==> config.mk <==
export PLATFORM = sky130hd
export DESIGN_NAME = pdc_cfg_regs
export DESIGN_NICKNAME = d
export VERILOG_FILES = /design/src/design/pdc_pkg.sv /design/src/design/pdc_cfg_regs.sv
export SDC_FILE = /design/constraint.sdc
export NUM_CORES = 1
export LEC_CHECK = 0
export BUFFER_PORTS_ARGS = -buffer_cell sky130_fd_sc_hd__buf_2
export CORE_UTILIZATION = 55
export DETAILED_ROUTE_END_ITERATION = 8
export PLACE_DENSITY = 0.85
export SYNTH_ARGS = -nofsm -noshare
export SYNTH_HDL_FRONTEND = slang
export SYNTH_SLANG_ARGS = --single-unit
export TNS_END_PERCENT = 50
==> constraint.sdc <==
create_clock -name clk -period 1.5 [get_ports clk]
set_clock_uncertainty 0.1 [all_clocks]
set_input_delay 0.3 -clock clk [delete_from_list [all_inputs] [get_ports clk]]
set_output_delay 0.3 -clock clk [all_outputs]
set_load 0.01 [all_outputs]
==> src/design/pdc_pkg.sv <==
// shared types and constants for the deadband pid controller
package pdc_pkg;

    // fixed field widths
    localparam int DATA_W    = 32;
    localparam int GAIN_W    = 32;
    localparam int LIM_W     = 31;
    localparam int CFG_IDX_W = 3;
    localparam int FRAC_W    = 16;

    // register indexes
    localparam logic [CFG_IDX_W-1:0] REG_GAIN_P    = 3'd0;
    localparam logic [CFG_IDX_W-1:0] REG_GAIN_I    = 3'd1;
    localparam logic [CFG_IDX_W-1:0] REG_GAIN_D    = 3'd2;
    localparam logic [CFG_IDX_W-1:0] REG_DEADBAND  = 3'd3;
    localparam logic [CFG_IDX_W-1:0] REG_INT_LIMIT = 3'd4;
    localparam logic [CFG_IDX_W-1:0] REG_OUT_MIN   = 3'd5;
    localparam logic [CFG_IDX_W-1:0] REG_OUT_MAX   = 3'd6;

    // register reset values
    localparam logic signed [GAIN_W-1:0] GAIN_P_RST    = 32'sd55706;
    localparam logic signed [GAIN_W-1:0] GAIN_I_RST    = 32'sd0;
    localparam logic signed [GAIN_W-1:0] GAIN_D_RST    = 32'sd0;
    localparam logic [LIM_W-1:0]         DEADBAND_RST  = 31'd1311;
    localparam logic [LIM_W-1:0]         INT_LIMIT_RST = 31'd32768;
    localparam logic signed [DATA_W-1:0] OUT_MIN_RST   = -32'sd655294464;
    localparam logic signed [DATA_W-1:0] OUT_MAX_RST   = 32'sd655294464;

    // configuration as seen by the datapath
    typedef struct packed {
        logic signed [GAIN_W-1:0] gain_p;
        logic signed [GAIN_W-1:0] gain_i;
        logic signed [GAIN_W-1:0] gain_d;
        logic [LIM_W-1:0]         deadband;
        logic [LIM_W-1:0]         integral_limit;
        logic signed [DATA_W-1:0] out_min;
        logic signed [DATA_W-1:0] out_max;
    } cfg_t;

    // per-stage load strobes
    typedef struct packed {
        logic ld_in;
        logic ld_err;
        logic ld_state;
        logic ld_prod;
        logic ld_out;
    } pipe_ld_t;

endpackage

==> src/design/pdc_cfg_regs.sv <==
// configuration register file for the deadband pid controller
module pdc_cfg_regs
(
    input  logic                           clk,
    input  logic                           rst_n,
    input  logic                           cfg_wr_en,
    input  logic [pdc_pkg::CFG_IDX_W-1:0]  cfg_index,
    input  logic [pdc_pkg::DATA_W-1:0]     cfg_data,
    output pdc_pkg::cfg_t                  cfg
);
    import pdc_pkg::*;

    cfg_t cfg_reg;

    // register writes, unknown indexes are dropped
    always_ff @(posedge clk or negedge rst_n)
    begin
        if (!rst_n)
        begin
            cfg_reg.gain_p         <= GAIN_P_RST;
            cfg_reg.gain_i         <= GAIN_I_RST;
            cfg_reg.gain_d         <= GAIN_D_RST;
            cfg_reg.deadband       <= DEADBAND_RST;
            cfg_reg.integral_limit <= INT_LIMIT_RST;
            cfg_reg.out_min        <= OUT_MIN_RST;
            cfg_reg.out_max        <= OUT_MAX_RST;
        end
        else if (cfg_wr_en)
        begin
            unique case (cfg_index)
                REG_GAIN_P:    cfg_reg.gain_p         <= cfg_data;
                REG_GAIN_I:    cfg_reg.gain_i         <= cfg_data;
                REG_GAIN_D:    cfg_reg.gain_d         <= cfg_data;
                REG_DEADBAND:  cfg_reg.deadband       <= cfg_data[LIM_W-1:0];
                REG_INT_LIMIT: cfg_reg.integral_limit <= cfg_data[LIM_W-1:0];
                REG_OUT_MIN:   cfg_reg.out_min        <= cfg_data;
                REG_OUT_MAX:   cfg_reg.out_max        <= cfg_data;
                default:       ;
            endcase
        end
    end

    assign cfg = cfg_reg;

endmodule

Yosys cells after proc, flatten, opt, wreduce, memory -nomap -nowiden
Index checks and enable logic that the tools add are counted.
Cells by class
  muxes and demuxes: 0
  eq/ne operators: 6
  add/sub/neg operators: 0
  div/mod/pow operators: 0
  reduce and logical (&&, ||, !) cells: 8
  $lt $le $gt $ge: 0
  shifts and indexed selects: 0
  bitwise operators: 0
  $mul: 0
Operators with widths (count)
  2-bit AND reduction: 7
  3-bit equality test, second input constant: 3
  3-bit by 2-bit equality test with 1-bit output, second input constant: 2
  3-bit by 1-bit equality test with 1-bit output, second input constant: 1
  3-bit zero test: 1
Word-level totals
  output and inout port bits: 222
  input port bits: 38
  word-level logic and storage cells: 21
  bits in latches: 0
  bits in registers: 222
  bits in writable memories: 0
  memories: 0
  bits in read-only memories: 0

Logic depth before layout (Yosys ltp)
  word-level depth: 2
  gate-level depth with buffers: 5
  gate-level depth less buffers: 2

Worst setup path before layout
OpenSTA, ideal clock, no wires.
  kind: input to register
  from: input port cfg_index[0] in the netlist's numbering
  to: register cfg_reg (netlist bit cfg[190])
  stages on the path: 4
  required time: 1.275 ns
  data arrival time: 1.394 ns
  setup slack: -0.119 ns
  cell sequence: buf_6 -> nor4b_4 -> buf_8 -> mux2_4
On the way
  word-level cells in the longest chain between the ends: 2
RTL lines
  start, declared: line pdc_cfg_regs.sv:7  | input logic [pdc_pkg::CFG_IDX_W-1:0] cfg_index,
  3-bit zero test: line pdc_cfg_regs.sv:30  | unique case (cfg_index)
  2-bit AND reduction (no source line)
  end, declared: line pdc_cfg_regs.sv:13  | cfg_t cfg_reg;
Every way passes these cells.
A chain may end at the register's enable or synchronous reset.

Final worst setup path
  from: register cfg_reg (netlist bit cfg[201])
  to: output port cfg[201] in the netlist's numbering
RTL lines
  end, declared: line pdc_cfg_regs.sv:9  | output pdc_pkg::cfg_t cfg
No word-level cell between the ends.

==> metrics.md <==
| Metric | Value |
|---|---|
| Sw frac | `27.0%` |
| Power per cell area | `1630 mW/mm^2` |
| Setup TNS | `-1.01 ns` |
| Final period util | `104%` |
| Max Freq | `642 MHz` |
| RSZ-0062 raised after global routing | `yes` |
| Clock sink count | `222` |
| CTS tree | `yes` |
| Final ANT Viol Nets | `0` |
| Die width | `126 um` |
| Total net switching power | `4.98 mW` |
| Rows | `45` |
| Layout cells sized above 1 | `71.1%` |
| Drt via density | `5.38` |
| Final Max Slew Viols | `0` |
| Failing checks | `negative setup slack` |
| Static Leak | `5.46 nW` |
| Post-Syn Instances | `477` |
| Syn Nets | `515` |
| Area Overhead vs Synth | `33.7%` |
| WS Path Type | `register to output pin` |
| Slowest Stage Delay on Critical Path | `0.55 ns` |
| Async SR Flop Fraction | `100%` |
| Clk_lat worst skew | `0.49 ns` |
| Initial antenna violation count | `2` |
| Hold Vio Cnt, Final | `0` |
| First-pass GRT wire length | `33300 um` |
| IO Count | `260` |
| Combinational share of power | `23.5%` |
| CP Launch Type | `register` |
| Top FF cell, synth | `dfrtp_1` |
| Top-count cell post-synth | `dfrtp_1` |
| Worst path slowest cell | `dfstp_2` |
| GRT overflow | `0` |
| Nets | `807` |
| Area contributors post-synth | `dfrtp_1, mux2_2, dfstp_2` |
| DRC viols | `0` |
| Die height | `126 um` |
| Die area | `0.0159 mm^2` |
| Post-DP HPWL | `14300 um` |
| EDFF count, synth | `0` |
| Cts bufs inserted | `23` |
| Synth Cell Area | `0.00848 mm^2` |
| Gpl congestion | `0.785` |
| Max-cap violations | `0` |
| Least-Margin Pin Slew | `0.324 ns` |
| Register area share after synthesis | `66.0%` |
| Hold Path Class | `input pin to register` |
| Post-DR wirelength/cell | `21.7 um` |
| Clk root buf | `clkbuf_16` |
| Initial core utilization | `56.0%` |
| Initial drt markers | `180` |
| Library cells used by synthesis | `13` |
| Delay-heaviest family, CP | `flip-flops` |
| Number of synthesis warnings | `0` |
| Total GRT Usage | `27.4%` |
| Clock power share | `31.7%` |
| Seq cells post-synth | `222` |
| Core area | `0.0151 mm^2` |
| Crit path buf inv count | `1` |
| Routed WL | `21200 um` |
| CTS Buffer Depth | `3` |
| Max FFs per register | `222` |
| Setup crit end kind | `output pin` |
| Critical path data required time | `1.10 ns` |
| Peak supply drop | `0.00120 V` |
| Drt first pass iters | `4` |
| H-tree lvl count | `1` |
| Rel. slew slack | `78.4%` |
| Fin crit period | `1.56 ns` |
| Synth Area per Inst | `17.8 um^2` |
| Leading area contributor after synthesis | `dfrtp_1` |
| Routed vias | `5240` |
| WP data arrival | `1.16 ns` |
| P_int | `13.5 mW` |
| Seq pwr share | `44.8%` |
| CTS clock-pin slew for the worst setup and hold paths | `0.06 ns` |
| Synth cell count leaders | `dfrtp_1, mux2_2, dfstp_2` |
| Non-Filler Cell Area, Final | `0.0113 mm^2` |
| Input/output buffers | `259` |
| DP Area | `0.0103 mm^2` |
| Final setup fails | `34` |
| Vias in the first global route | `5791` |
| Worst-path cell chain | `buf_6` |
| Final WS setup | `-0.0566 ns` |
| CP max FO | `2` |
| Largest net degree at the start of global routing | `39` |
| Run status | `complete, but fails checks` |
| Post-synth top area share | `55.5%` |
routing by layer:
layer  global-route usage, %  vias up  routed length [um]
li1                        -     2292                   -
met1                    34.7     2699                8640
met2                    47.6      214               10800
met3                    6.37       33                1350
met4                    6.95        2                 404
met5                       0        -                  13
power groups by stage:
stage	registers [mW]	clock network, mW	logic [mW]
CTS	8.24	5.93	4.36
global placement	8.15	0	3.92
global route	8.40	6.18	4.61
detailed placement	8.25	0	4.05
floorplan	8.83	0	1.38
finish	8.26	5.84	4.33
cell usage in the layout, fill, tap and decap left out, drive strengths merged:
master,n
clkinv,3
clkbuf,36
nand4b,3
buf,291
nor4b,1
diode,1
mux2,222
nor4bb,2
dfstp,34
dfrtp,188
dlygate4sd3,1
bufinv,3
and4bb,1
worst paths after layout:
check,startpoint,to,slack (ns),cells past startpoint
max,cfg[201]$_DFFE_PN1P_,cfg[201],-0.06,1
min,cfg_data[31],cfg[221]$_DFFE_PN0P_,0.01,2
max reg2reg,cfg[204]$_DFFE_PN1P_,cfg[204]$_DFFE_PN1P_,0.45,3
min reg2reg,cfg[150]$_DFFE_PN0P_,cfg[150]$_DFFE_PN0P_,0.38,1
max in group asynchronous,rst_n,cfg[25]$_DFFE_PN1P_,0.47,3
min in group asynchronous,rst_n,cfg[118]$_DFFE_PN0P_,0.18,2
through the flow:
step | power, mW | setup WS (ns) | instances | utilization (%) | hold slack (ns)
after floorplan | 10.2 | -0.117 | 477 | - | -0.0956
after global placement | 12.1 | -0.201 | 924 | 67.9 | 0.127
after detailed placement | 12.3 | -0.248 | 924 | 67.9 | 0.127
after CTS | 18.5 | -0.0683 | 972 | 74.8 | 0.00284
after global routing | 19.2 | -0.0817 | 973 | 74.9 | 0.0117
final | 18.4 | -0.0566 | 974 | 74.9 | 0.0103
layout make-up:
cell class / instances / area [um^2]
clock buffers: 35 / 681
flip-flops and latches: 222 / 5600
multi-input cells: 229 / 2780
repair buffers: 293 / 1940
clock inverters: 6 / 105
fillers: 906 / 3800
diodes: 1 / 2.50
well taps: 188 / 235
what timing repair did:
item                       CTS  global route
resized for setup           35             0
hold buffers                 1             0
hold endpoints to repair   191             0
setup buffers                6             1
gates cloned                 0             0
setup endpoints to repair   34            34
kinds of logic (layout without fill, tap and decap cells):
kind of cell	count (synthesis)	after routing	synth area share, %
buffers and inverters	26	334	2.21
flip-flops	222	222	66.0
multiplexers	222	222	30.8
other	0	1	0
AND/OR/NAND/NOR	7	7	0.974
(Power assumes the default switching activity.)
