--- src/design/pdc_pkg.sv ---
// shared types and constants for the deadband pid controller
package pdc_pkg;

    // fixed field widths
    localparam int DATA_W    = 32;
    localparam int GAIN_W    = 32;
    localparam int LIM_W     = 31;
    localparam int CFG_IDX_W = 3;
    localparam int FRAC_W    = 16;

    // register indexes
    localparam logic [CFG_IDX_W-1:0] REG_GAIN_P    = 3'd0;
    localparam logic [CFG_IDX_W-1:0] REG_GAIN_I    = 3'd1;
    localparam logic [CFG_IDX_W-1:0] REG_GAIN_D    = 3'd2;
    localparam logic [CFG_IDX_W-1:0] REG_DEADBAND  = 3'd3;
    localparam logic [CFG_IDX_W-1:0] REG_INT_LIMIT = 3'd4;
    localparam logic [CFG_IDX_W-1:0] REG_OUT_MIN   = 3'd5;
    localparam logic [CFG_IDX_W-1:0] REG_OUT_MAX   = 3'd6;

    // register reset values
    localparam logic signed [GAIN_W-1:0] GAIN_P_RST    = 32'sd55706;
    localparam logic signed [GAIN_W-1:0] GAIN_I_RST    = 32'sd0;
    localparam logic signed [GAIN_W-1:0] GAIN_D_RST    = 32'sd0;
    localparam logic [LIM_W-1:0]         DEADBAND_RST  = 31'd1311;
    localparam logic [LIM_W-1:0]         INT_LIMIT_RST = 31'd32768;
    localparam logic signed [DATA_W-1:0] OUT_MIN_RST   = -32'sd655294464;
    localparam logic signed [DATA_W-1:0] OUT_MAX_RST   = 32'sd655294464;

    // configuration as seen by the datapath
    typedef struct packed {
        logic signed [GAIN_W-1:0] gain_p;
        logic signed [GAIN_W-1:0] gain_i;
        logic signed [GAIN_W-1:0] gain_d;
        logic [LIM_W-1:0]         deadband;
        logic [LIM_W-1:0]         integral_limit;
        logic signed [DATA_W-1:0] out_min;
        logic signed [DATA_W-1:0] out_max;
    } cfg_t;

    // per-stage load strobes
    typedef struct packed {
        logic ld_in;
        logic ld_err;
        logic ld_state;
        logic ld_prod;
        logic ld_out;
    } pipe_ld_t;

endpackage

--- src/design/pdc_err_stage.sv ---
// input register, error with deadband, and integral and derivative state
module pdc_err_stage
#(
    parameter int VALUE_WIDTH = 32
)
(
    input  logic                                  clk,
    input  logic                                  rst_n,
    input  pdc_pkg::pipe_ld_t                     ld,
    input  pdc_pkg::cfg_t                         cfg,
    input  logic signed [pdc_pkg::DATA_W-1:0]     target,
    input  logic signed [pdc_pkg::DATA_W-1:0]     measured,
    output logic signed [VALUE_WIDTH-1:0]         err,
    output logic signed [VALUE_WIDTH-1:0]         err_sum,
    output logic signed [VALUE_WIDTH:0]           deriv
);
    import pdc_pkg::*;

    // working width holds any difference, sum or limit without overflow
    localparam int XW = ((VALUE_WIDTH > DATA_W) ? VALUE_WIDTH : DATA_W) + 2;
    localparam logic signed [XW-1:0] V_MAX =
        {{(XW-VALUE_WIDTH+1){1'b0}}, {(VALUE_WIDTH-1){1'b1}}};
    localparam logic signed [XW-1:0] V_MIN =
        {{(XW-VALUE_WIDTH+1){1'b1}}, {(VALUE_WIDTH-1){1'b0}}};

    function automatic logic signed [VALUE_WIDTH-1:0] sat_vw(input logic signed [XW-1:0] v);
        logic signed [XW-1:0] r;
        begin
            if (v > V_MAX)
                r = V_MAX;
            else if (v < V_MIN)
                r = V_MIN;
            else
                r = v;
            return r[VALUE_WIDTH-1:0];
        end
    endfunction

    logic signed [DATA_W-1:0]      target_reg;
    logic signed [DATA_W-1:0]      measured_reg;
    logic signed [VALUE_WIDTH-1:0] err_reg;
    logic signed [VALUE_WIDTH-1:0] err_next;
    logic signed [VALUE_WIDTH-1:0] err_st_reg;
    logic signed [VALUE_WIDTH-1:0] prev_err_reg;
    logic signed [VALUE_WIDTH-1:0] err_sum_reg;
    logic signed [VALUE_WIDTH-1:0] err_sum_next;
    logic signed [VALUE_WIDTH:0]   deriv_reg;
    logic signed [VALUE_WIDTH:0]   deriv_next;

    logic signed [XW-1:0] diff;
    logic signed [XW-1:0] err_x;
    logic signed [XW-1:0] band_x;
    logic signed [XW-1:0] lim_x;
    logic signed [XW-1:0] sum_raw;
    logic signed [XW-1:0] sum_clamped;
    logic signed [VALUE_WIDTH-1:0] err_sat;

    // input word register
    always_ff @(posedge clk)
    begin
        if (ld.ld_in)
        begin
            target_reg   <= target;
            measured_reg <= measured;
        end
    end

    // saturated error, zeroed inside the deadband
    always_comb
    begin
        diff     = XW'(target_reg) - XW'(measured_reg);
        err_sat  = sat_vw(diff);
        err_x    = XW'(err_sat);
        band_x   = $signed(XW'(cfg.deadband));
        err_next = ((err_x < band_x) && (err_x > -band_x)) ? '0 : err_sat;
    end

    always_ff @(posedge clk)
    begin
        if (ld.ld_err)
            err_reg <= err_next;
    end

    // derivative and clamped running sum
    always_comb
    begin
        deriv_next = (VALUE_WIDTH+1)'(err_reg) - (VALUE_WIDTH+1)'(prev_err_reg);
        sum_raw    = XW'(err_sum_reg) + XW'(err_reg);
        lim_x      = $signed(XW'(cfg.integral_limit));
        if (sum_raw < -lim_x)
            sum_clamped = -lim_x;
        else if (sum_raw > lim_x)
            sum_clamped = lim_x;
        else
            sum_clamped = sum_raw;
        err_sum_next = sat_vw(sum_clamped);
    end

    // controller state
    always_ff @(posedge clk or negedge rst_n)
    begin
        if (!rst_n)
        begin
            prev_err_reg <= '0;
            err_sum_reg  <= '0;
        end
        else if (ld.ld_state)
        begin
            prev_err_reg <= err_reg;
            err_sum_reg  <= err_sum_next;
        end
    end

    always_ff @(posedge clk)
    begin
        if (ld.ld_state)
        begin
            err_st_reg <= err_reg;
            deriv_reg  <= deriv_next;
        end
    end

    assign err     = err_st_reg;
    assign err_sum = err_sum_reg;
    assign deriv   = deriv_reg;

endmodule

--- config.mk ---
export PLATFORM = sky130hd
export DESIGN_NAME = pdc_err_stage
export DESIGN_NICKNAME = d
export VERILOG_FILES = /design/src/design/pdc_pkg.sv /design/src/design/pdc_err_stage.sv
export SDC_FILE = /design/constraint.sdc
export NUM_CORES = 1
export LEC_CHECK = 0
export ABC_CLOCK_PERIOD_IN_PS = 17300
export BUFFER_PORTS_ARGS = -buffer_cell sky130_fd_sc_hd__buf_2
export CAP_MARGIN = 0
export CORE_ASPECT_RATIO = 0.6
export CORE_MARGIN = 5
export CORE_UTILIZATION = 25
export DETAILED_ROUTE_END_ITERATION = 7
export PLACE_DENSITY = 0.39
export SKIP_LAST_GASP = 1
export SYNTH_ARGS = -nofsm -noshare
export SYNTH_HDL_FRONTEND = slang
export SYNTH_SLANG_ARGS = --single-unit
--- constraint.sdc ---
create_clock -name clk -period 17.3 [get_ports clk]
set_input_delay 0.865 -clock clk [delete_from_list [all_inputs] [get_ports clk]]
set_output_delay 0.865 -clock clk [all_outputs]
set_load 0.05 [all_outputs]
**Word-level counts from Yosys, hierarchy flattened**

Index checks and enable logic that the tools add are counted.

- Bits in registers: 225
- Input port bits: 293
- Word-level logic and storage cells: 27

- Add/subtract/negate cells: 5
- Order comparisons: 8
- Muxes and demuxes: 6
- Reductions and logical operators: 1

Operator list:

| cell | number |
|---|---|
| $mux 32 | 4 |
| $mux 34 | 2 |
| $neg 31->34 | 2 |
| $sub 32x32->33 | 2 |
| $gt 32x34->1 | 1 |
| $gt 34x32->1 const B | 1 |
| $lt 33x34->1 | 1 |
| $lt 34x32->1 const B | 1 |
| $add 32x32->33 | 1 |
| $gt 33x32->1 | 1 |
| $gt 33x32->1 const B | 1 |
| $lt 33x32->1 const B | 1 |
| $lt 32x32->1 | 1 |
| $logic_and 1x1->1 | 1 |

**Longest topological paths before layout**

- Depth after elaboration: 7
- Depth in mapped cells: 27
- Mapped depth without buffers: 26

**Worst setup path before layout**

OpenSTA, ideal clock, no wires.

- Path kind: flip-flop to flip-flop
- From: reg err_sum_reg[0] (netlist: err_sum[0])
- To: reg err_sum_reg[9] (netlist: err_sum[9])
- Arrival: 5.284 ns
- Data required time: 17.156 ns
- Slack: 11.872 ns
- Cell stages (with the launch flop): 26
- Clock period less this slack: 5.428 ns
- Path through: dfrtp_1 ha_1 inv_1 fa_1 nor2b_1 o21ai_0 a21boi_0 o311a_1 o21a_1 a21o_1 a21o_1 a21oi_1 xnor2_1 ha_1 a21o_1 a21o_1 a211oi_1 o21bai_1 or4_1 a21boi_0 mux2i_1 o211ai_1 clkbuf_1 o211a_1 a2bb2oi_1 o211ai_1

- Longest elaborated chain between the ends: 7
- Elaborated cells on any way between the ends: 9

RTL lines:

| element | RTL line | source |
|---|---|---|
| start, declared | pdc_err_stage.sv:45 | `logic signed [VALUE_WIDTH-1:0] err_sum_reg;` |
| start signal, assigned | pdc_err_stage.sv:110 | `err_sum_reg <= err_sum_next;` |
| $add 32x32->33 * | pdc_err_stage.sv:88 | `sum_raw = XW'(err_sum_reg) + XW'(err_reg);` |
| $gt 33x32->1 | pdc_err_stage.sv:92 | `else if (sum_raw > lim_x)` |
| $mux 34 | pdc_err_stage.sv:92 |  |
| $mux 34 * | pdc_err_stage.sv:90 | `if (sum_raw < -lim_x)` |
| $lt 34x32->1 | pdc_err_stage.sv:31 | `else if (v < V_MIN)` |
| $mux 32 | pdc_err_stage.sv:31 |  |
| $mux 32 * | pdc_err_stage.sv:29 | `if (v > V_MAX)` |

Every way passes the cells marked *; elsewhere a longest branch is shown, timed or not.
A chain may end at the register's enable or synchronous reset.

**Worst setup path in the final report**

- From: reg err_reg[1]
- To: reg err_sum_reg[18] (netlist: err_sum[18])

- Longest elaborated chain between the ends: 7
- Elaborated cells on any way between the ends: 9

RTL lines:

| element | RTL line | source |
|---|---|---|
| start, declared | pdc_err_stage.sv:41 | `logic signed [VALUE_WIDTH-1:0] err_reg;` |
| start signal, assigned | pdc_err_stage.sv:81 | `err_reg <= err_next;` |
| $add 32x32->33 * | pdc_err_stage.sv:88 |  |
| $gt 33x32->1 | pdc_err_stage.sv:92 |  |
| $mux 34 | pdc_err_stage.sv:92 |  |
| $mux 34 * | pdc_err_stage.sv:90 |  |
| $lt 34x32->1 | pdc_err_stage.sv:31 |  |
| $mux 32 | pdc_err_stage.sv:31 |  |
| $mux 32 * | pdc_err_stage.sv:29 |  |

Marked as above.

==> flow_summary.yaml <==
logic_synthesis:
  synth_edf_count: 161
  yosysMostFrequentCell: "ha_1"
  async_flop_share_pct: 28.4
  synth_area_leaders: "edfxtp_1 (28%), ha_1 (16%), dfrtp_1 (9.2%), xnor2_1 (5.3%), a21o_1 (3.6%)"
  synth_top_area_share_pct: 27.6
  netlist_area_sq_mm: 0.0175
  ys_ff_latch: 225
  avgSynthCellArea_sq_um: 9.35
  yosysUniqueCellTypes: 82
  synth_largest_area_cell: "edfxtp_1"
  syn_inst: 1871
  ys.flop_type: "edfxtp_1"
  synth.net_count: 2390
  yosysWarnings: 0
  synth_common_cells: "ha_1 (223), inv_1 (169), nand2_1 (164)"
  yosysSeqAreaShare_pct: 36.8
place:
  dp_cells: 2993
  gp_congestion: 0.901
  dp_hpwl_microns: 50600
  port_buffers: 227
setup_path:
  slowest_delay_ps: 880
  crit_required_ps: 17780
  crit_arrival_ps: 8870
  crit_type: "flop to flop"
  startpoint_type: "flop"
  cpMostUsedCell: "o21ai_0"
  path_cells: "ha_1, a211oi_1, o21ai_0, a41oi_1, o21ai_0, a32oi_1, o21bai_1, a21o_1, a21oi_1, xnor2_1, ha_1, nand4_1, nor2_1, nand2_1, a211oi_1, o21ai_0, a32o_1, buf_4, a31oi_2, nand2_1, o32ai_1"
  cp-end-kind: "flop"
  critPathSlowestCell: "a31oi_2"
  cp_max_fo: 31
grt:
  first_global_vias: 14500
  grt_pass1_wl_microns: 93200
  track_usage_pct: 16.3
  grt_max_degree: 74
  antenna_found_initial: 4
  gr-total-overflow: 0
outcome:
  status: "completed"
floorplanning:
  coreArea_sq_mm: 0.0696
  start_util_pct: 25.1
  die_h_microns: 215
  row_count: 75
  die-width_microns: 352
  ios: 390
  dieArea_sq_mm: 0.0756
timing:
  fin_crit_ps: 8390
  rsz0062_at_grt: "no"
  slew-limit-headroom_pct: 21.5
  tns_ps: 0
  worstMarginPinSlew_ps: 1180
  holdWs_ps: 452
  slew_violations: 0
  setup_viol: 0
  period_share_pct: 48.5
  final-hold-violation-count: 0
  skew_ps: 26.1
  fmax_ghz: 0.119
cts:
  numCtsBuffers: 28
  cts_setup_buffers: 0
  clk_path_buf_depth: 3
  htree_levels: 1
  clkSlewWorstSetupHoldPaths_ps: 60
  clk_latency_ps: 590
  cts_root_buffer: "clkbuf_16"
  cts-resized-gates: 0
  cts_tree: "built"
  clkSinkCount: 225
  cts-hold-fix-buffers: 0
drt:
  drcViolationCount: 0
  initialDrtViolationCount: 1094
  routed_wirelength_microns: 63100
  wire_per_inst_microns: 20.7
  vias_per_cell: 4.92
  dr.pass1.iters: 5
  final_antenna_net_count: 0
  via_count: 15000
finish:
  largest_register_ffs: 64
  layout-drive-gt1-share_pct: 14.7
  seq_area_sq_mm: 0.00644
  area_delta_synth_final_pct: 18.0
  nFillCells: 7416
  fin_cells: 3046
  final_nets: 2618
  multi_input_area_sq_mm: 0.0102
run:
  drv_cap: 0
power_and_ir_drop:
  p_leak_nw: 9.33
  ir_drop_v: 0.000131
  power.density_mw_per_mm2: 216
min_path:
  holdCritPathClass: "input pin to flop"
[critical path, delay by kind of cell, from the launching register on]
family | cells | cell delay (ps)
compound gates | 13 | 5270
flops | 1 | 590
xor+xnor | 1 | 180
fa+ha+maj | 2 | 760
buf+inv | 1 | 240
simple gates | 4 | 1220
[metrics by stage]
| stage | utilization (%) | setup WS (ps) | power, mW | instance area, sq um |
|---|---|---|---|---|
| 4_1_cts | 29.6 | 9120 | 4.48 | 20600 |
| 6_report | 29.6 | 8910 | 4.46 | 20600 |
| 5_1_grt | 29.6 | 8510 | 4.84 | 20600 |
| 3_5_place_dp | 28.4 | 9150 | 3.84 | 19700 |
| 2_1_floorplan | - | 11870 | 2.93 | 17500 |
| 3_3_place_gp | 28.4 | 9230 | 3.84 | 19700 |
[cells in the final DEF (no fill, tap or decap), types with 6 or more instances in the layout]
cell       count
nand4_1       32
nor4_1        16
buf_4         16
nor2_1       112
a31o_2         7
a31oi_1       17
nand2b_1      24
xnor2_1      105
o21a_1        21
clkinv_1       7
edfxtp_1     161
nor2b_1       21
inv_1        169
o221ai_1       8
o21ai_0      125
a211oi_1      18
a21boi_0      12
a221oi_1       8
a21boi_1      26
xor2_1        25
nand2_1      164
nor3_1        41
o211ai_1      18
and2_1         7
clkbuf_16     29
nand3_1       33
a22oi_1        6
or3_1         14
buf_2        226
a21oi_1      119
o21bai_1      10
dfrtp_1       64
and3_1        21
a21o_1        85
ha_1         223
o31ai_1        6
[report_power, final]
group | switching (mW) | leakage [nW] | internal, mW
Clock | 0.256 | 0.439 | 0.337
Combinational | 1.89 | 6.51 | 1.02
Sequential | 0.157 | 2.38 | 0.795
Total | 2.31 | 9.33 | 2.15
[cell families (layout without fill, tap and decap cells)]
group,after synthesis,count (layout),synth area share [%]
DFF,225,225,36.8
and+or+nand+nor,507,507,13.9
adders and majority gates,228,228,16.4
other,0,1,0
xor gates and xnor gates,130,130,6.51
muxes,9,9,0.565
AOI/OAI and AO/OA,557,557,21.2
buffers and inverters,215,465,4.73
[final timing paths]
kind                                        startpoint                     endpoint  slack, ps  cells past startpoint
min                                         target[16]     target_reg[16]$_DFFE_PP_        450                      1
max in group asynchronous                        rst_n      err_sum[29]$_DFFE_PN0P_      16070                      2
max                           err_reg[1]$_SDFFCE_PP0P_      err_sum[18]$_DFFE_PN0P_       8910                     21
min in group asynchronous                        rst_n       err_sum[0]$_DFFE_PN0P_        520                      2
max reg2reg                   err_reg[1]$_SDFFCE_PP0P_      err_sum[18]$_DFFE_PN0P_       8910                     21
min reg2reg                prev_err_reg[0]$_DFFE_PN0P_  prev_err_reg[0]$_DFFE_PN0P_        520                      1
[routing by layer]
layer  vias up  track usage (%)  routed length [microns]
met5         -                0                        0
met4         0             2.63                     1170
met3        67             3.72                     4450
met2       412             21.9                    24100
met1      7138             26.2                    33400
li1       7357                -                        -
[cell type report]
cell class,count,share of cell area (%)
multi-input cells,1431,49.7
flip-flops and latches,225,31.2
repair buffers,243,6.12
well taps,924,5.60
clock buffers,34,3.61
inverters,170,3.09
clock inverters,18,0.746
diodes,1,0.0121
(Power assumes the default switching activity.)
